$ cat src/hw/rtl/calu_pkg.sv
`timescale 1ns / 1ps
`default_nettype none

package calu_pkg;

    // Operation codes
    localparam logic [4:0] OP_INC  = 5'd0;
    localparam logic [4:0] OP_DEC  = 5'd1;
    localparam logic [4:0] OP_ADD  = 5'd2;
    localparam logic [4:0] OP_ADC  = 5'd3;
    localparam logic [4:0] OP_SBC  = 5'd4;
    localparam logic [4:0] OP_CP   = 5'd5;
    localparam logic [4:0] OP_AND  = 5'd6;
    localparam logic [4:0] OP_XOR  = 5'd7;
    localparam logic [4:0] OP_OR   = 5'd8;
    localparam logic [4:0] OP_CPL  = 5'd9;
    localparam logic [4:0] OP_RLCA = 5'd10;
    localparam logic [4:0] OP_RRCA = 5'd11;
    localparam logic [4:0] OP_RLA  = 5'd12;
    localparam logic [4:0] OP_RRA  = 5'd13;
    localparam logic [4:0] OP_RLC  = 5'd14;
    localparam logic [4:0] OP_RRC  = 5'd15;
    localparam logic [4:0] OP_RL   = 5'd16;
    localparam logic [4:0] OP_RR   = 5'd17;
    localparam logic [4:0] OP_SLA  = 5'd18;
    localparam logic [4:0] OP_SRA  = 5'd19;
    localparam logic [4:0] OP_SWAP = 5'd20;
    localparam logic [4:0] OP_DAA  = 5'd21;
    localparam logic [4:0] OP_SRL  = 5'd22;
    localparam logic [4:0] OP_BIT  = 5'd23;

    // Write destinations
    localparam logic [1:0] TGT_NONE = 2'd0;
    localparam logic [1:0] TGT_ACC  = 2'd1;
    localparam logic [1:0] TGT_OPND = 2'd2;

    // Flag bit positions
    localparam int FLAG_Z = 3;
    localparam int FLAG_N = 2;
    localparam int FLAG_H = 1;
    localparam int FLAG_C = 0;

    // Decimal adjust constants
    localparam logic [7:0] DAA_LO_ADJ = 8'h06;
    localparam logic [7:0] DAA_HI_ADJ = 8'h60;
    localparam logic [7:0] DAA_BYTE_LIM = 8'h99;
    localparam logic [3:0] DAA_NIB_LIM = 4'h9;

endpackage

`default_nettype wire

$ cat src/hw/rtl/cpu_alu_with_flags.sv
`timescale 1ns / 1ps
`default_nettype none

// Eight-bit ALU with Z/N/H/C flags. A transaction is taken on every rising
// edge where start is high; busy is always low, so one operation per clock
// is sustained. The operands are registered on acceptance, the operation runs
// as a single pass through the ALU logic into the result register, and the
// result, new flags and write destination are on the ports once the result
// register has taken them, with done high for exactly that cycle; the
// receiver takes them at the rising edge that ends that cycle. The receiver
// cannot stall: each result must be captured in the cycle that done marks.
module cpu_alu_with_flags
    import calu_pkg::*;
(
    input  wire logic       clk,
    input  wire logic       rst_n,
    input  wire logic       start,
    output logic            busy,
    input  wire logic [4:0] opcode,
    input  wire logic [7:0] operand,
    input  wire logic [7:0] accumulator,
    input  wire logic [3:0] flags_in,
    input  wire logic [2:0] bit_index,
    output logic            done,
    output logic [7:0]      result,
    output logic [3:0]      flags_out,
    output logic [1:0]      write_target
);

    // Input stage
    logic       vld_reg;
    logic [4:0] op_reg;
    logic [7:0] opnd_reg;
    logic [7:0] acc_reg;
    logic [3:0] fl_reg;
    logic [2:0] bidx_reg;

    // Result stage
    logic       done_reg;
    logic [7:0] res_reg;
    logic [3:0] flg_reg;
    logic [1:0] tgt_reg;
    logic [7:0] res_next;
    logic [3:0] flg_next;
    logic [1:0] tgt_next;

    // Arithmetic helpers
    logic       cin;
    logic       cy_use;
    logic [8:0] sum9;
    logic [4:0] half_sum;
    logic [8:0] diff9;
    logic [4:0] half_diff;
    logic       daa_c;
    logic [7:0] daa_mid;
    logic [7:0] daa_res;

    assign busy = 1'b0;

    // Capture the transaction
    always_ff @(posedge clk or negedge rst_n)
    begin
        if (!rst_n)
        begin
            vld_reg <= 1'b0;
        end
        else
        begin
            vld_reg <= start;
        end
    end

    always_ff @(posedge clk)
    begin
        if (start)
        begin
            op_reg   <= opcode;
            opnd_reg <= operand;
            acc_reg  <= accumulator;
            fl_reg   <= flags_in;
            bidx_reg <= bit_index;
        end
    end

    // Adder and subtractor, shared by ADD/ADC and SBC/CP
    assign cin       = fl_reg[FLAG_C];
    assign cy_use    = (op_reg == OP_ADC || op_reg == OP_SBC) ? cin : 1'b0;
    assign sum9      = {1'b0, acc_reg} + {1'b0, opnd_reg} + {8'd0, cy_use};
    assign half_sum  = {1'b0, acc_reg[3:0]} + {1'b0, opnd_reg[3:0]} + {4'd0, cy_use};
    assign diff9     = {1'b0, acc_reg} - {1'b0, opnd_reg} - {8'd0, cy_use};
    assign half_diff = {1'b0, acc_reg[3:0]} - {1'b0, opnd_reg[3:0]} - {4'd0, cy_use};

    // Decimal adjust
    always_comb
    begin
        daa_c   = cin;
        daa_mid = acc_reg;
        daa_res = acc_reg;
        if (fl_reg[FLAG_N])
        begin
            daa_mid = fl_reg[FLAG_H] ? (acc_reg - DAA_LO_ADJ) : acc_reg;
            daa_res = cin ? (daa_mid - DAA_HI_ADJ) : daa_mid;
        end
        else
        begin
            if (cin || (acc_reg > DAA_BYTE_LIM))
            begin
                daa_mid = acc_reg + DAA_HI_ADJ;
                daa_c   = 1'b1;
            end
            if (fl_reg[FLAG_H] || (acc_reg[3:0] > DAA_NIB_LIM))
            begin
                daa_res = daa_mid + DAA_LO_ADJ;
            end
            else
            begin
                daa_res = daa_mid;
            end
        end
    end

    // Operation select; flags are {Z, N, H, C}
    always_comb
    begin
        res_next = acc_reg;
        flg_next = fl_reg;
        tgt_next = TGT_NONE;
        case (op_reg)
            OP_INC:
            begin
                res_next = opnd_reg + 8'd1;
                flg_next = {res_next == 8'd0, 1'b0, opnd_reg[3:0] == 4'hF, cin};
                tgt_next = TGT_OPND;
            end
            OP_DEC:
            begin
                res_next = opnd_reg - 8'd1;
                flg_next = {res_next == 8'd0, 1'b1, opnd_reg[3:0] == 4'h0, cin};
                tgt_next = TGT_OPND;
            end
            OP_ADD, OP_ADC:
            begin
                res_next = sum9[7:0];
                flg_next = {res_next == 8'd0, 1'b0, half_sum[4], sum9[8]};
                tgt_next = TGT_ACC;
            end
            OP_SBC, OP_CP:
            begin
                res_next = diff9[7:0];
                flg_next = {res_next == 8'd0, 1'b1, half_diff[4], diff9[8]};
                tgt_next = (op_reg == OP_SBC) ? TGT_ACC : TGT_NONE;
            end
            OP_AND:
            begin
                res_next = acc_reg & opnd_reg;
                flg_next = {res_next == 8'd0, 1'b0, 1'b1, 1'b0};
                tgt_next = TGT_ACC;
            end
            OP_XOR:
            begin
                res_next = acc_reg ^ opnd_reg;
                flg_next = {res_next == 8'd0, 3'b000};
                tgt_next = TGT_ACC;
            end
            OP_OR:
            begin
                res_next = acc_reg | opnd_reg;
                flg_next = {res_next == 8'd0, 3'b000};
                tgt_next = TGT_ACC;
            end
            OP_CPL:
            begin
                res_next = ~acc_reg;
                flg_next = {fl_reg[FLAG_Z], 1'b1, 1'b1, cin};
                tgt_next = TGT_ACC;
            end
            // accumulator rotates: Z, N and H always clear
            OP_RLCA:
            begin
                res_next = {acc_reg[6:0], acc_reg[7]};
                flg_next = {3'b000, acc_reg[7]};
                tgt_next = TGT_ACC;
            end
            OP_RRCA:
            begin
                res_next = {acc_reg[0], acc_reg[7:1]};
                flg_next = {3'b000, acc_reg[0]};
                tgt_next = TGT_ACC;
            end
            OP_RLA:
            begin
                res_next = {acc_reg[6:0], cin};
                flg_next = {3'b000, acc_reg[7]};
                tgt_next = TGT_ACC;
            end
            OP_RRA:
            begin
                res_next = {cin, acc_reg[7:1]};
                flg_next = {3'b000, acc_reg[0]};
                tgt_next = TGT_ACC;
            end
            // operand rotates and shifts
            OP_RLC:
            begin
                res_next = {opnd_reg[6:0], opnd_reg[7]};
                flg_next = {res_next == 8'd0, 2'b00, opnd_reg[7]};
                tgt_next = TGT_OPND;
            end
            OP_RRC:
            begin
                res_next = {opnd_reg[0], opnd_reg[7:1]};
                flg_next = {res_next == 8'd0, 2'b00, opnd_reg[0]};
                tgt_next = TGT_OPND;
            end
            OP_RL:
            begin
                res_next = {opnd_reg[6:0], cin};
                flg_next = {res_next == 8'd0, 2'b00, opnd_reg[7]};
                tgt_next = TGT_OPND;
            end
            OP_RR:
            begin
                res_next = {cin, opnd_reg[7:1]};
                flg_next = {res_next == 8'd0, 2'b00, opnd_reg[0]};
                tgt_next = TGT_OPND;
            end
            OP_SLA:
            begin
                res_next = {opnd_reg[6:0], 1'b0};
                flg_next = {res_next == 8'd0, 2'b00, opnd_reg[7]};
                tgt_next = TGT_OPND;
            end
            OP_SRA:
            begin
                res_next = {opnd_reg[7], opnd_reg[7:1]};
                flg_next = {res_next == 8'd0, 2'b00, opnd_reg[0]};
                tgt_next = TGT_OPND;
            end
            OP_SWAP:
            begin
                res_next = {opnd_reg[3:0], opnd_reg[7:4]};
                flg_next = {res_next == 8'd0, 3'b000};
                tgt_next = TGT_OPND;
            end
            OP_DAA:
            begin
                res_next = daa_res;
                flg_next = {res_next == 8'd0, fl_reg[FLAG_N], 1'b0, daa_c};
                tgt_next = TGT_ACC;
            end
            OP_SRL:
            begin
                res_next = {1'b0, opnd_reg[7:1]};
                flg_next = {res_next == 8'd0, 2'b00, opnd_reg[0]};
                tgt_next = TGT_OPND;
            end
            OP_BIT:
            begin
                res_next = 8'd0;
                flg_next = {~opnd_reg[bidx_reg], 1'b0, 1'b1, cin};
                tgt_next = TGT_NONE;
            end
            // unused codes pass the accumulator and flags through, no write
            default:
            begin
                res_next = acc_reg;
                flg_next = fl_reg;
                tgt_next = TGT_NONE;
            end
        endcase
    end

    // Result register
    always_ff @(posedge clk or negedge rst_n)
    begin
        if (!rst_n)
        begin
            done_reg <= 1'b0;
        end
        else
        begin
            done_reg <= vld_reg;
        end
    end

    always_ff @(posedge clk)
    begin
        if (vld_reg)
        begin
            res_reg <= res_next;
            flg_reg <= flg_next;
            tgt_reg <= tgt_next;
        end
    end

    assign done         = done_reg;
    assign result       = res_reg;
    assign flags_out    = flg_reg;
    assign write_target = tgt_reg;

endmodule

`default_nettype wire

$ cat config.mk
export PLATFORM = sky130hd
export DESIGN_NAME = cpu_alu_with_flags
export DESIGN_NICKNAME = d
export VERILOG_FILES = /design/src/hw/rtl/calu_pkg.sv /design/src/hw/rtl/cpu_alu_with_flags.sv
export SDC_FILE = /design/constraint.sdc
export NUM_CORES = 1
export LEC_CHECK = 0
export ABC_CLOCK_PERIOD_IN_PS = 3600
export BUFFER_PORTS_ARGS = -buffer_cell sky130_fd_sc_hd__buf_2
export CORE_MARGIN = 8
export CORE_UTILIZATION = 55
export DETAILED_ROUTE_END_ITERATION = 8
export PLACE_DENSITY = 0.82
export SLEW_MARGIN = 15
export SYNTH_ARGS = -nofsm -noshare
export SYNTH_HDL_FRONTEND = slang
export SYNTH_SLANG_ARGS = --single-unit
$ cat constraint.sdc
create_clock -name clk -period 3.6 [get_ports clk]
set_input_delay 0 -clock clk [delete_from_list [all_inputs] [get_ports clk]]
set_output_delay 0 -clock clk [all_outputs]
set_load 0.005 [all_outputs]
# --- After elaboration in Yosys (flattened, before gate mapping) ---
# Cells that the tools add are included.
op_classes:
  n_mux: 15
  reduce_logical: 27
  order_cmp: 3
  bitwise: 5
  addsub: 14
  n_eq_ne: 24
ops:
  columns: ["op", "n"]
  rows:
  - ["$pmux W8 S22", 1]
  - ["$logic_not A8 Y1", 14]
  - ["$pmux W4 S20", 1]
  - ["$mux W8", 6]
  - ["$eq A5 B4 Y1 const B", 8]
  - ["$eq A5 B5 Y1 const B", 8]
  - ["$eq A5 B3 Y1 const B", 4]
  - ["$logic_not A7 Y1", 2]
  - ["$reduce_or A11 Y1", 1]
  - ["$eq A5 B2 Y1 const B", 2]
  - ["$reduce_or A10 Y1", 1]
  - ["$add A8 B8 Y9", 1]
  - ["$add A9 B1 Y9", 1]
  - ["$sub A8 B8 Y9", 1]
  - ["$sub A9 B1 Y9", 1]
  - ["$add A8 B1 Y8 const B", 1]
  - ["$add A8 B3 Y8 const B", 1]
  - ["$add A8 B7 Y8 const B", 1]
  - ["$and A8 B8 Y8", 1]
  - ["$gt A8 B8 Y1 const B", 1]
  - ["$not A8 Y8", 1]
  - ["$or A8 B8 Y8", 1]
  - ["$reduce_or A2 Y1", 4]
  - ["$sub A8 B1 Y8 const B", 1]
  - ["18 further kinds", 24]
totals:
  in_bits: 31
  register_bits: 44
  wordCells: 98
  out_inout_bits: 16

# --- Logic depth before layout (Yosys ltp) ---
# Gate-level depths: netlist (run 1).
depth:
  word_depth: 9
  ltp_mapped: 17
  ltp_nobuf: 15

# --- Worst setup path before layout (run 1) ---
# No wires, ideal clock.
synth_path:
  path_type: "register to register"
  startpoint: "register op_reg[0]"
  endpoint: "register res_reg[7], in the netlist result[7], data pin"
  synth_period_minus_slack_ps: 3478
  setup_time_ps: 261
  slack_ps: 122
  n_path_buf: 3
  stages_incl_launch_ff: 18
  arrival_time_ps: 3217
  path_cell_list: "edfxtp_1 -> buf_4 -> buf_4 -> clkbuf_1 -> nand2b_1 -> o21ai_0 -> nand3_1 -> inv_1 -> fa_1 -> inv_1 -> ha_1 -> o21ai_0 -> a211oi_1 -> a21o_1 -> a21oi_1 -> xor2_1 -> o22ai_1 -> o32a_1"
synth_via:
  elab_chain_len: 5
  elab_cells_between_ends: 31
  classes_between: "add/sub (2); eq/ne (23); mux (2); reduce/logical (4)"
synth_rtl:
  columns: ["element", "line", "source"]
  rows:
  - ["from (decl)", "cpu_alu_with_flags.sv:32", "logic [4:0] op_reg;"]
  - ["from (signal assigned)", "cpu_alu_with_flags.sv:77", "op_reg <= opcode;"]
  - ["$eq A5 B2 Y1 or $eq A5 B3 Y1 (tied branches)", "cpu_alu_with_flags.sv:87, cpu_alu_with_flags.sv:128", null]
  - ["$logic_or A1 B1 Y1", "cpu_alu_with_flags.sv:87", "assign cy_use = (op_reg == OP_ADC || op_reg == OP_SBC) ? cin : 1'b0;"]
  - ["$mux W1", "cpu_alu_with_flags.sv:87", null]
  - ["$sub A9 B1 Y9 or $add A9 B1 Y9 (tied branches)", "cpu_alu_with_flags.sv:90, cpu_alu_with_flags.sv:88", null]
  - ["$pmux W8 S22 *", "cpu_alu_with_flags.sv:128", "case (op_reg)"]
  - ["named net res_next[7]", "cpu_alu_with_flags.sv:43", "logic [7:0] res_next;"]
  - ["to (signal assigned)", "cpu_alu_with_flags.sv:290", "res_reg <= res_next;"]
  - ["to (decl)", "cpu_alu_with_flags.sv:40", "logic [7:0] res_reg;"]
# The timed path passes the listed nets; every way through them passes the cells marked *.
# A chain may end at the register's enable or synchronous reset.

# --- Worst setup path in the final report (run 1) ---
layout_path:
  startpoint: "register op_reg[2]"
  endpoint: "register flg_reg[3], in the netlist flags_out[3], data pin"
layout_via:
  elab_chain_len: 6
  elab_cells_between_ends: 35
  classes_between: "add/sub (2); eq/ne (23); mux (2); reduce/logical (8)"
layout_rtl:
  columns: ["element", "line", "source"]
  rows:
  - ["$eq A5 B2 Y1 or $eq A5 B3 Y1 (tied branches)", "cpu_alu_with_flags.sv:87, cpu_alu_with_flags.sv:128", null]
  - ["$logic_or A1 B1 Y1", "cpu_alu_with_flags.sv:87", null]
  - ["$mux W1", "cpu_alu_with_flags.sv:87", null]
  - ["$sub A9 B1 Y9 or $add A9 B1 Y9 (tied branches)", "cpu_alu_with_flags.sv:90, cpu_alu_with_flags.sv:88", null]
  - ["$logic_not A8 Y1 (on tied branches)", "cpu_alu_with_flags.sv:150, cpu_alu_with_flags.sv:144", null]
  - ["$pmux W4 S20 *", "cpu_alu_with_flags.sv:128", null]
  - ["named net flg_next[3]", "cpu_alu_with_flags.sv:44", "logic [3:0] flg_next;"]
  - ["to (signal assigned)", "cpu_alu_with_flags.sv:291", "flg_reg <= flg_next;"]
  - ["to (decl)", "cpu_alu_with_flags.sv:41", "logic [3:0] flg_reg;"]
# Marks and branches as above.

==> key figures, run 1 <==
Power
  – Net Sw Frac: 37.2%
  – Logic pwr share: 42.3%
  – Power Density: 355 nW/um^2
  – Power share of the clock group: 23.7%
  – Leakage: 2.20 nW
  – Peak VDD IR: 0.199 mV
  – Power Internal: 1.23 mW
  – Sw Pwr: 0.732 mW
  – Sequential share of power: 34.0%

Setup path
  – Worst-path fanout max: 4
  – CP peak stage delay: 0.44 ns
  – Critical path's slowest cell: edfxtp_1
  – Critical R2R Capture: flags_out[3]$_DFFE_PP_
  – R2R Path Start: op_reg[2]$_DFFE_PP_
  – Crit Path Category: register to register
  – Worst R2R Path Depth: 15
  – Cell breakdown of the critical path: nor2b_1, nand2_1, o21ai_1, nand3_1, inv_1, fa_1, inv_1, fa_1, nand2b_1, a21oi_1, nor4_1, or3_1, and4b_1, o31ai_1, nand3_1
  – CP top delay family: simple AND/OR/NAND/NOR gates
  – CP bufs+invs: 2
  – Register-to-register setup slack: 0.13 ns
  – Endpoint class of the critical path: register
  – Critical Path RT: 3.65 ns
  – Startpoint Class: register
  – Crit path DAT: 3.52 ns

Routing
  – # DRC: 2
  – Starting DRC count in detailed routing: 661
  – Via count: 4992
  – Antenna viol nets, final: 0
  – Vias/cell: 6.88
  – DR pass1 iterations: 9
  – Drt wl/cell: 24.0 um
  – Post-Route WL: 17.4 mm

STA
  – Final hold violations: 2
  – Worst-margin pin slew: 0.909 ns
  – Min Clock Period, post-route: 3.47 ns
  – # setup viols final: 0
  – RSZ-0062 raised after global routing: no
  – Clock skew: 0.00751 ns
  – Min setup slack post-route: 0.127 ns
  – Final Slew Violations: 0
  – Slew margin rel.: 39.0%
  – Final worst path period share: 96.5%
  – WHS: -0.00123 ns
  – Max Freq: 0.288 GHz
  – Setup tns final: 0 ns

Min path
  – Worst min path class: primary input to async pin

Floorplanning
  – FP Rows: 34
  – Core area: 8550 um^2
  – Die Width: 109 um
  – Die area: 11900 um^2
  – Initial Util: 55.5%
  – Die height: 109 um
  – Ports: 47

Place
  – Port Buffers: 45
  – HPWL after detailed placement: 13.0 mm
  – Routability cong.: 1.10
  – DP Worst Slack: 0.206 ns

Layout
  – Register area: 1310 um^2
  – Post-layout util: 64.8%
  – Ant diodes: 0
  – Share of post-route cells with drive strength above 1: 16.7%
  – Area grow syn2layout: 16.7%
  – # fillers: 733
  – Final net count: 692
  – Area occupied by multi-input gates: 3100 um^2

Clock network
  – CTS clk-pin slew, worst paths: 0.09 ns
  – CTS root buffer: clkbuf_8
  – Post-CTS setup buffer count: 0
  – CTS H-tree depth: 2
  – Num CTS Buffers: 5
  – CTS tree: built
  – Clk_lat worst skew: 0.30 ns
  – Longest Clk Path Bufs: 2
  – Total clock sinks: 44

Synth
  – Cell count after synthesis: 542
  – EDFF count, synth: 42
  – FFs w/ async S/R, synth: 4.55%
  – Synth warn: 0
  – Syn_nets: 617
  – Synth unique cells: 84
  – Top_reg_cell synth: edfxtp_1
  – Flip-flop and latch count after synthesis: 44
  – Mapped Avg Cell Area: 8.76 um^2
  – Post-Syn Area: 4750 um^2
  – Register area share after synthesis: 27.6%

Global route
  – Largest net degree at the start of global routing: 30
  – Gr usage total: 29.2%
  – Global-route wire length before repair: 26.5 mm
  – Vias in the first global route: 4767
  – Initial antenna violation count: 0
  – Grt total ovfl: 0

Job
  – Max_cap viols: 0

Status
  – Status: finished with violations
  – Failing checks: design-rule violations, negative hold slack
[timing repair]
item                                    in CTS  in global routing
hold buffers                                29                  0
gates resized for setup                      0                  1
endpoints found under the setup margin       0                  2
endpoints found under the hold margin       30                  0
[layer usage]
metal / routed length (um) / track usage, % / up-vias
met2: 7350 / 42.9 / 413
met1: 6690 / 39.0 / 2305
met4: 1020 / 16.9 / 0
met3: 2340 / 5.67 / 84
li1: - / - / 2190
met5: 0 / 0 / -
[worst register-to-register path, delay by kind of cell, from the launching register on]
kind | cells | cell delay, ns
buf+inv | 2 | 0.17
compound gates | 3 | 0.56
fa+ha+maj | 2 | 0.64
simple gates | 8 | 1.41
flops | 1 | 0.44
[cells by family (layout without fill, tap and decap cells)]
logic type / Yosys count / count (layout) / synth area share, %
other: 1 / 1 / 0.0790
AO/OA/AOI/OAI: 160 / 160 / 23.2
multiplexers: 7 / 7 / 2.03
XOR/XNOR: 35 / 35 / 6.46
flip-flops: 44 / 44 / 27.6
buffers and inverters: 67 / 143 / 6.98
adder cells (fa/ha/maj): 44 / 44 / 12.2
AND/OR/NAND/NOR: 184 / 184 / 21.4
[power groups by stage]
stage	sequential (mW)	clock, mW	combinational (mW)
floorplan	0.672	0	0.526
global placement	0.679	0	0.755
detailed placement	0.679	0	0.768
CTS	0.668	0.471	0.796
global route	0.675	0.487	0.880
finish	0.669	0.466	0.833
[cell usage in the layout (no fill, tap or decap), types with 5 or more instances in the layout]
master         netlist  routed
edfxtp_1            42      42
a211oi_1             7       7
nor4_1               9       9
o22ai_1              8       8
buf_2               13      45
or3_1                5       5
nand2b_1             5       5
nor2b_1             10      10
a221oi_1            10      10
clkbuf_8             0       5
a32oi_1              6       6
dlygate4sd3_1        0      29
a21oi_1             33      33
nand3_1             17      17
buf_4                5      30
nand2_1             37      37
ha_1                40      40
a22oi_1              9       9
xor2_1              10      10
nand4_1             12      12
nor2_1              37      37
xnor2_1             25      25
a31oi_1              8       8
o21ai_0             27      26
and3_1               7       7
inv_1               29      29
nor3_1              13      13
o21ai_1              6       7
[how the worst max path moves through the flow]
stage                              from                     end  slack (ns)  cells past startpoint
floorplan           op_reg[0]$_DFFE_PP_     result[7]$_DFFE_PP_        0.12                     17
global placement    op_reg[0]$_DFFE_PP_     result[7]$_DFFE_PP_        0.38                     15
detailed placement  op_reg[0]$_DFFE_PP_     result[7]$_DFFE_PP_        0.21                     15
CTS                 op_reg[0]$_DFFE_PP_     result[7]$_DFFE_PP_        0.19                     15
global route        op_reg[2]$_DFFE_PP_  flags_out[3]$_DFFE_PP_        0.03                     15
finish              op_reg[2]$_DFFE_PP_  flags_out[3]$_DFFE_PP_        0.13                     15
[synth_stat cells (6+ instances only)]
cell / count / share of area (%)
xor2_1: 10 / 1.8
a22oi_1: 9 / 1.4
xnor2_1: 25 / 4.6
nand3_1: 17 / 1.8
inv_1: 29 / 2.3
buf_2: 13 / 1.4
nor2_1: 37 / 2.9
and3_1: 7 / 0.92
nor2b_1: 10 / 1.3
a211oi_1: 7 / 1.1
a221oi_1: 10 / 1.8
nor4_1: 9 / 1.2
edfxtp_1: 42 / 27
a21oi_1: 33 / 3.5
nor3_1: 13 / 1.4
a32oi_1: 6 / 1.1
o21ai_0: 27 / 2.8
o21ai_1: 6 / 0.63
nand4_1: 12 / 1.6
a31oi_1: 8 / 1.1
clkbuf_1: 11 / 0.87
buf_6: 6 / 1.4
o22ai_1: 8 / 1.1
nand2_1: 37 / 2.9
ha_1: 40 / 11
[metrics by stage]
stage                     power [mW]  instances  cell area, um^2
final                           1.97        726             5540
after global routing            2.04        726             5540
after CTS                       1.93        726             5540
after detailed placement        1.45        689             5120
after global placement          1.43        689             5120
after floorplan                 1.20        542             4750
[final cells by class]
type | instances | area share (%)
repair buffers | 104 | 13.4
clock inverters | 2 | 1.08
clock buffers | 6 | 1.31
flip-flops and latches | 44 | 23.7
multi-input cells | 431 | 56.0
inverters | 31 | 2.10
well taps | 108 | 2.44
No activity file was read; power rests on OpenSTA's default activity.
==> run 2, diff against run 1 <==
--- a/config.mk
+++ b/config.mk
@@ -7,6 +7,7 @@
 export LEC_CHECK = 0
 export ABC_CLOCK_PERIOD_IN_PS = 3600
 export BUFFER_PORTS_ARGS = -buffer_cell sky130_fd_sc_hd__buf_2
+export CORE_ASPECT_RATIO = 0.6
 export CORE_MARGIN = 8
 export CORE_UTILIZATION = 55
 export DETAILED_ROUTE_END_ITERATION = 8
==> run 2 against run 1 <==
  * The run ends with design-rule violations left
  * Sequential share of layout area shrank 0.17 points
  * Global-route usage grew 2.3 points
  * Clock skew shrank 0.0026 ns
  * Utilization grew 1.2 points
  * Via count grew 4.7%
  * Total power grew 1.6%
  * Sequential power is essentially flat
  * Die area grew 0.81%
  * Routed wire length grew 9.5%
  * Fmax grew 1.2%
  * Critical path type unchanged
  * Critical endpoint is now result[7]$_DFFE_PP_
==> key figures, run 2 (synthesized netlist as in run 1, its figures left out) <==
Layout
  – Final net count: 695 (+0.43%)
  – Ant diodes: 0 (unchanged)
  – Fin cells: 733 (+0.96%)
  – Area occupied by multi-input gates: 3110 um^2 (+0.28%)
  – # fillers: 702 (-4.2%)
  – Register area: 1310 um^2 (unchanged)
  – Most common cell after layout, fill and taps aside: buf_2
  – Area grow syn2layout: 17.6%
  – Share of post-route cells with drive strength above 1: 17.1% (+0.40 points)
  – Most frequent cells in the layout: buf_2, edfxtp_1, ha_1

Global route
  – Grt total ovfl: 0 (unchanged)
  – Gr usage total: 31.4% (+2.3 points)
  – Largest net degree at the start of global routing: 30 (unchanged)
  – Global-route wire length before repair: 28.5 mm (+7.6%)
  – Initial antenna violation count: 1 (+1)
  – Vias in the first global route: 4887 (+2.5%)

Clock network
  – Clk_lat worst skew: 0.29 ns (about the same)
  – Longest Clk Path Bufs: 2 (unchanged)
  – CTS H-tree depth: 2 (unchanged)
  – CTS root buffer: clkbuf_16
  – Num CTS Buffers: 5 (unchanged)
  – Post-CTS setup buffer count: 0 (unchanged)
  – CTS clk-pin slew, worst paths: 0.06 ns (-0.03 ns)
  – Total clock sinks: 44 (unchanged)
  – CTS tree: built

STA
  – # setup viols final: 0 (unchanged)
  – Setup tns final: 0 ns (unchanged)
  – Final hold violations: 0 (-2)
  – Worst-margin pin slew: 0.876 ns (-0.0325 ns)
  – Slew margin rel.: 41.3% (+2.3 points)
  – Final worst path period share: 95.3% (-1.1 points)
  – Min Clock Period, post-route: 3.43 ns (-0.0401 ns)
  – Final Slew Violations: 0 (unchanged)
  – Max Freq: 0.291 GHz (+1.2%)
  – RSZ-0062 raised after global routing: no
  – Clock skew: 0.00487 ns (-0.00264 ns)

Setup path
  – Cell breakdown of the critical path: nand2b_1, o21ai_1, nand3_1, fa_1, ha_1, nor4_1, a211oi_2, a21o_1, a21oi_1, xor2_1, o22ai_1, o32a_1
  – CP peak stage delay: 0.46 ns (+0.02 ns)
  – Crit Path Category: register to register
  – R2R Path Start: op_reg[0]$_DFFE_PP_
  – Startpoint Class: register
  – Endpoint class of the critical path: register
  – Critical path's slowest cell: fa_1
  – Worst R2R Path Depth: 12 (-3)
  – CP bufs+invs: 0 (-2)
  – CP top delay family: compound AO/OA/AOI/OAI gates
  – Critical Path RT: 3.65 ns (about the same)
  – Register-to-register setup slack: 0.17 ns (+0.04 ns)
  – Critical R2R Capture: result[7]$_DFFE_PP_
  – Crit path DAT: 3.48 ns (-0.04 ns)
  – Worst-path fanout max: 4 (unchanged)

Min path
  – Worst min path class: primary input to async pin

Place
  – Placed cell count: 696 (+1.0%)
  – HPWL after detailed placement: 14.1 mm (+8.3%)
  – Port Buffers: 45 (unchanged)
  – Routability cong.: 1.12 (+1.9%)

Routing
  – DR pass1 iterations: 9 (unchanged)
  – Vias/cell: 7.13 (+3.7%)
  – Antenna viol nets, final: 0 (unchanged)
  – # DRC: 21 (+19)
  – Starting DRC count in detailed routing: 1096 (+66%)
  – Post-Route WL: 19.1 mm (+9.5%)
  – Drt wl/cell: 26.0 um (+8.4%)
  – Via count: 5229 (+4.7%)

Floorplanning
  – Ports: 47 (unchanged)
  – FP Rows: 26 (-24%)
  – Core area: 8460 um^2 (-1.1%)
  – Die area: 12000 um^2 (+0.81%)
  – Initial Util: 56.1% (+0.61 points)
  – Die Width: 136 um (+25%)
  – Die height: 88.0 um (-19%)

Power
  – Power Density: 358 nW/um^2 (+0.87%)
  – Peak VDD IR: 0.195 mV (-1.8%)
  – Leakage: 2.21 nW (+0.72%)

Job
  – Max_cap viols: 0 (unchanged)

Status
  – Failing checks: design-rule violations
  – Status: finished with violations
-- run 2: cell count changes in the layout (fill, tap and decap cells not counted), sizes merged --
| cell | change |
|---|---|
| bufinv | -2 |
| clkbuf | +1 |
| clkinv | +1 |
| buf | +3 |
-- run 2: per-stage QoR --
stage	utilization, %	power [mW]	hold WS (ns)	cell area, um^2	setup slack, ns
after floorplan	-	1.20	-0.296	4750	0.122
after global placement	60.8	1.46	-0.216	5140	0.342
after detailed placement	60.8	1.47	-0.213	5140	0.146
after CTS	65.9	1.94	0.0137	5570	0.133
after global routing	66.0	2.06	0.0254	5580	0.0381
final	66.0	2.00	0.00975	5580	0.167
-- run 2: worst max path at each step --
stage	to	startpoint	slack (ns)	cells past startpoint
2_1_floorplan	result[7]$_DFFE_PP_	op_reg[0]$_DFFE_PP_	0.12	17
3_3_place_gp	result[7]$_DFFE_PP_	op_reg[0]$_DFFE_PP_	0.34	15
3_5_place_dp	result[7]$_DFFE_PP_	op_reg[0]$_DFFE_PP_	0.15	15
4_1_cts	result[7]$_DFFE_PP_	op_reg[0]$_DFFE_PP_	0.13	15
5_1_grt	result[7]$_DFFE_PP_	op_reg[2]$_DFFE_PP_	0.04	13
6_report	result[7]$_DFFE_PP_	op_reg[0]$_DFFE_PP_	0.17	12
-- run 2: what timing repair did --
item | CTS | global route
hold buffers | 29 | 0
endpoints found under the setup margin | 0 | 1
gates resized for setup | 0 | 4
endpoints found under the hold margin | 30 | 0
-- run 2: layout make-up --
type,count,share of cell area (%)
clock buffer,7,2.38
timing repair buffer,107,13.7
clock inverter,1,0.0673
sequential,44,23.5
multi-input combinational,431,55.8
inverter,31,2.09
tap,112,2.51
-- run 2: metal layers --
metal	vias to the layer above	GRT usage (%)	part of all wire [%]
li1	2205	-	-
met1	2403	41.0	39
met2	532	45.5	39
met3	89	14.0	18
met4	0	9.71	3.8
met5	-	0	0
-- run 2: where the power goes --
group	total, mW	leakage, nW	switching (mW)	internal, mW
Combinational	0.874	1.71	0.534	0.340
Sequential	0.671	0.433	0.0449	0.626
Clock	0.454	0.0655	0.198	0.256
Total	2.00	2.21	0.777	1.22
==> run 3, diff against run 2 <==
--- a/config.mk
+++ b/config.mk
@@ -7,9 +7,11 @@
 export LEC_CHECK = 0
 export ABC_CLOCK_PERIOD_IN_PS = 3600
 export BUFFER_PORTS_ARGS = -buffer_cell sky130_fd_sc_hd__buf_2
+export CELL_PAD_IN_SITES_DETAIL_PLACEMENT = 1
+export CELL_PAD_IN_SITES_GLOBAL_PLACEMENT = 1
 export CORE_ASPECT_RATIO = 0.6
 export CORE_MARGIN = 8
-export CORE_UTILIZATION = 55
+export CORE_UTILIZATION = 42
 export DETAILED_ROUTE_END_ITERATION = 8
 export PLACE_DENSITY = 0.82
 export SLEW_MARGIN = 15
==> run 3 against run 2 <==
  * The flow now finishes without violations
  * Clock skew up 0.0060 ns
  * Clock-buffer cell count fell by 1
  * Critical path depth up 3
  * Via count shrank 1.4%
  * Sequential cell count is the same
  * Die area is 26% higher
  * Combinational power is 5.6% higher
  * Global-route usage decreased by 3.3 points
  * Total power is 3.3% higher
  * Cell area is 2.2% higher
  * Sequential power about the same
  * Critical path type unchanged
  * Critical endpoint unchanged
  * Largest power group unchanged
==> key figures, run 3 (synthesized netlist as in run 1, its figures left out) <==
Setup path
  – CP bufs+invs: 2 (+2)
  – Critical path's slowest cell: edfxtp_1
  – Worst-path fanout max: 6 (+2)
  – Crit path DAT: 3.63 ns (+0.15 ns)
  – CP top delay family: compound AO/OA/AOI/OAI gates
  – Startpoint Class: register
  – Crit Path Category: register to register
  – Cell breakdown of the critical path: nor2b_1, nand2_1, o21ai_0, nand3_1, inv_1, fa_1, inv_1, ha_1, o21ai_0, a211oi_1, a21o_1, a21oi_1, xor2_1, o22ai_1, o32a_1
  – Endpoint class of the critical path: register
  – Critical Path RT: 3.65 ns (about the same)
  – CP peak stage delay: 0.48 ns (+0.02 ns)

Floorplanning
  – Die area: 15100 um^2 (+26%)
  – Core area: 11100 um^2 (+32%)
  – Ports: 47 (unchanged)
  – Die Width: 153 um (+13%)
  – Die height: 98.4 um (+12%)
  – FP Rows: 30 (+15%)
  – Initial Util: 42.6% (-14 points)

Place
  – Routability cong.: 1.03 (-7.8%)
  – Placed cell count: 735 (+5.6%)
  – DP Worst Slack: 0.143 ns (-0.00304 ns)
  – HPWL after detailed placement: 16.9 mm (+20%)
  – Port Buffers: 45 (unchanged)
  – Post-place instance area: 5240 um^2 (+1.8%)

STA
  – WHS: 0.00885 ns (-0.000898 ns)
  – Max Freq: 0.280 GHz (-4.0%)
  – Min setup slack post-route: 0.0239 ns (-0.144 ns)
  – Worst-margin pin slew: 1.10 ns (+0.224 ns)
  – Slew margin rel.: 26.2% (-15 points)
  – Final worst path period share: 99.3% (+4.0 points)
  – # setup viols final: 0 (unchanged)
  – Clock skew: 0.0108 ns (+0.00595 ns)
  – Final hold violations: 0 (unchanged)
  – Final Slew Violations: 0 (unchanged)
  – Min Clock Period, post-route: 3.58 ns (+0.144 ns)

Routing
  – Starting DRC count in detailed routing: 524 (-52%)
  – Antenna viol nets, final: 0 (unchanged)
  – Post-Route WL: 21.7 mm (+14%)
  – Vias/cell: 6.65 (-6.8%)
  – Via count: 5158 (-1.4%)
  – Drt wl/cell: 27.9 um (+7.5%)
  – # DRC: 0 (-100%)
  – DR pass1 iterations: 5 (-4)

Clock network
  – CTS clk-pin slew, worst paths: 0.07 ns (about the same)
  – Num CTS Buffers: 5 (unchanged)
  – Clk_lat worst skew: 0.30 ns (about the same)
  – CTS tree: built
  – Longest Clk Path Bufs: 2 (unchanged)
  – CTS root buffer: clkbuf_16
  – Total clock sinks: 44 (unchanged)
  – CTS H-tree depth: 2 (unchanged)

Layout
  – # fillers: 1312 (+87%)
  – Most common cell after layout, fill and taps aside: buf_2
  – Final net count: 706 (+1.6%)
  – Most frequent cells in the layout: buf_2, buf_4, edfxtp_1
  – Fin cells: 776 (+5.9%)
  – Share of post-route cells with drive strength above 1: 18.8% (+1.8 points)
  – Ant diodes: 0 (unchanged)
  – Area grow syn2layout: 20.2%
  – Design area: 5710 um^2 (+2.2%)

Power
  – Power Density: 362 nW/um^2 (+0.99%)
  – Pwr Total: 2.06 mW (+3.3%)
  – Peak VDD IR: 0.185 mV (-5.2%)
  – Leakage: 2.26 nW (+2.3%)

Global route
  – Initial antenna violation count: 0 (-1)
  – Grt total ovfl: 0 (unchanged)
  – Global-route wire length before repair: 32.1 mm (+13%)
  – Vias in the first global route: 5037 (+3.1%)
  – Largest net degree at the start of global routing: 30 (unchanged)
  – Gr usage total: 28.1% (-3.3 points)

Job
  – Max_cap viols: 0 (unchanged)

Status
  – Status: completed

Min path
  – Worst min path class: primary input to async pin
run 3: cell types whose count changed in the layout (fill, tap and decap cells not counted), sizes merged:
| cell | delta |
|---|---|
| buf | +11 |
| clkbuf | -1 |
| clkinvlp | +1 |
run 3: worst paths after layout:
| kind | cells after the start | slack (ns) | end | from |
|---|---|---|---|---|
| hold reg to reg | 0 | 0.78 | done$_DFF_PN0_ | vld_reg$_DFF_PN0_ |
| setup reg to reg | 15 | 0.02 | result[7]$_DFFE_PP_ | op_reg[2]$_DFFE_PP_ |
| setup / recovery | 15 | 0.02 | result[7]$_DFFE_PP_ | op_reg[2]$_DFFE_PP_ |
| max in group asynchronous | 2 | 3.50 | done$_DFF_PN0_ | rst_n |
| hold / removal | 2 | 0.009 | vld_reg$_DFF_PN0_ | rst_n |
| min in group clk | 1 | 0.24 | vld_reg$_DFF_PN0_ | start |
run 3: repair_timing:
action | 4_1_cts | 5_1_grt
buffers inserted | 0 | 4
hold endpoints to repair | 30 | 0
gates resized for setup | 0 | 2
setup endpoints to repair | 0 | 2
hold buffers | 29 | 0
run 3: cell type report:
type	instances	area, um^2	area share [%]
clock buffer	6	129	2.26
clock inverter	2	12.5	0.219
inverter	31	116	2.04
multi-input combinational	431	3110	54.5
sequential	44	1310	23.0
tap	144	180	3.16
timing repair buffer	118	846	14.8
run 3: where the power goes:
group | leakage (nW) | internal [mW] | switching (mW)
registers | 0.433 | 0.626 | 0.0430
logic | 1.76 | 0.356 | 0.567
clock network | 0.0669 | 0.257 | 0.215
run 3: worst reg2reg max path: stages (launching register included):
cell and delay [ns]:
edfxtp_1 0.48, nor2b_1 0.20, nand2_1 0.08, o21ai_0 0.12
nand3_1 0.18, inv_1 0.11, fa_1 0.46, inv_1 0.11
ha_1 0.17, o21ai_0 0.13, a211oi_1 0.43, a21o_1 0.19
a21oi_1 0.08, xor2_1 0.19, o22ai_1 0.10, o32a_1 0.29
run 3: per-stage QoR:
stage / utilization, % / TNS [ns]
global route: 51.2 / -0.0272
CTS: 50.9 / 0
floorplan: - / 0
finish: 51.2 / 0
global placement: 47.0 / 0
detailed placement: 47.0 / 0
run 3: metal layers:
layer,vias up,track usage (%),share of wire (%)
met5,-,0,0
met4,0,9.30,2.7
met3,31,10.1,13
met2,349,38.5,39
met1,2553,39.6,45
li1,2225,-,-
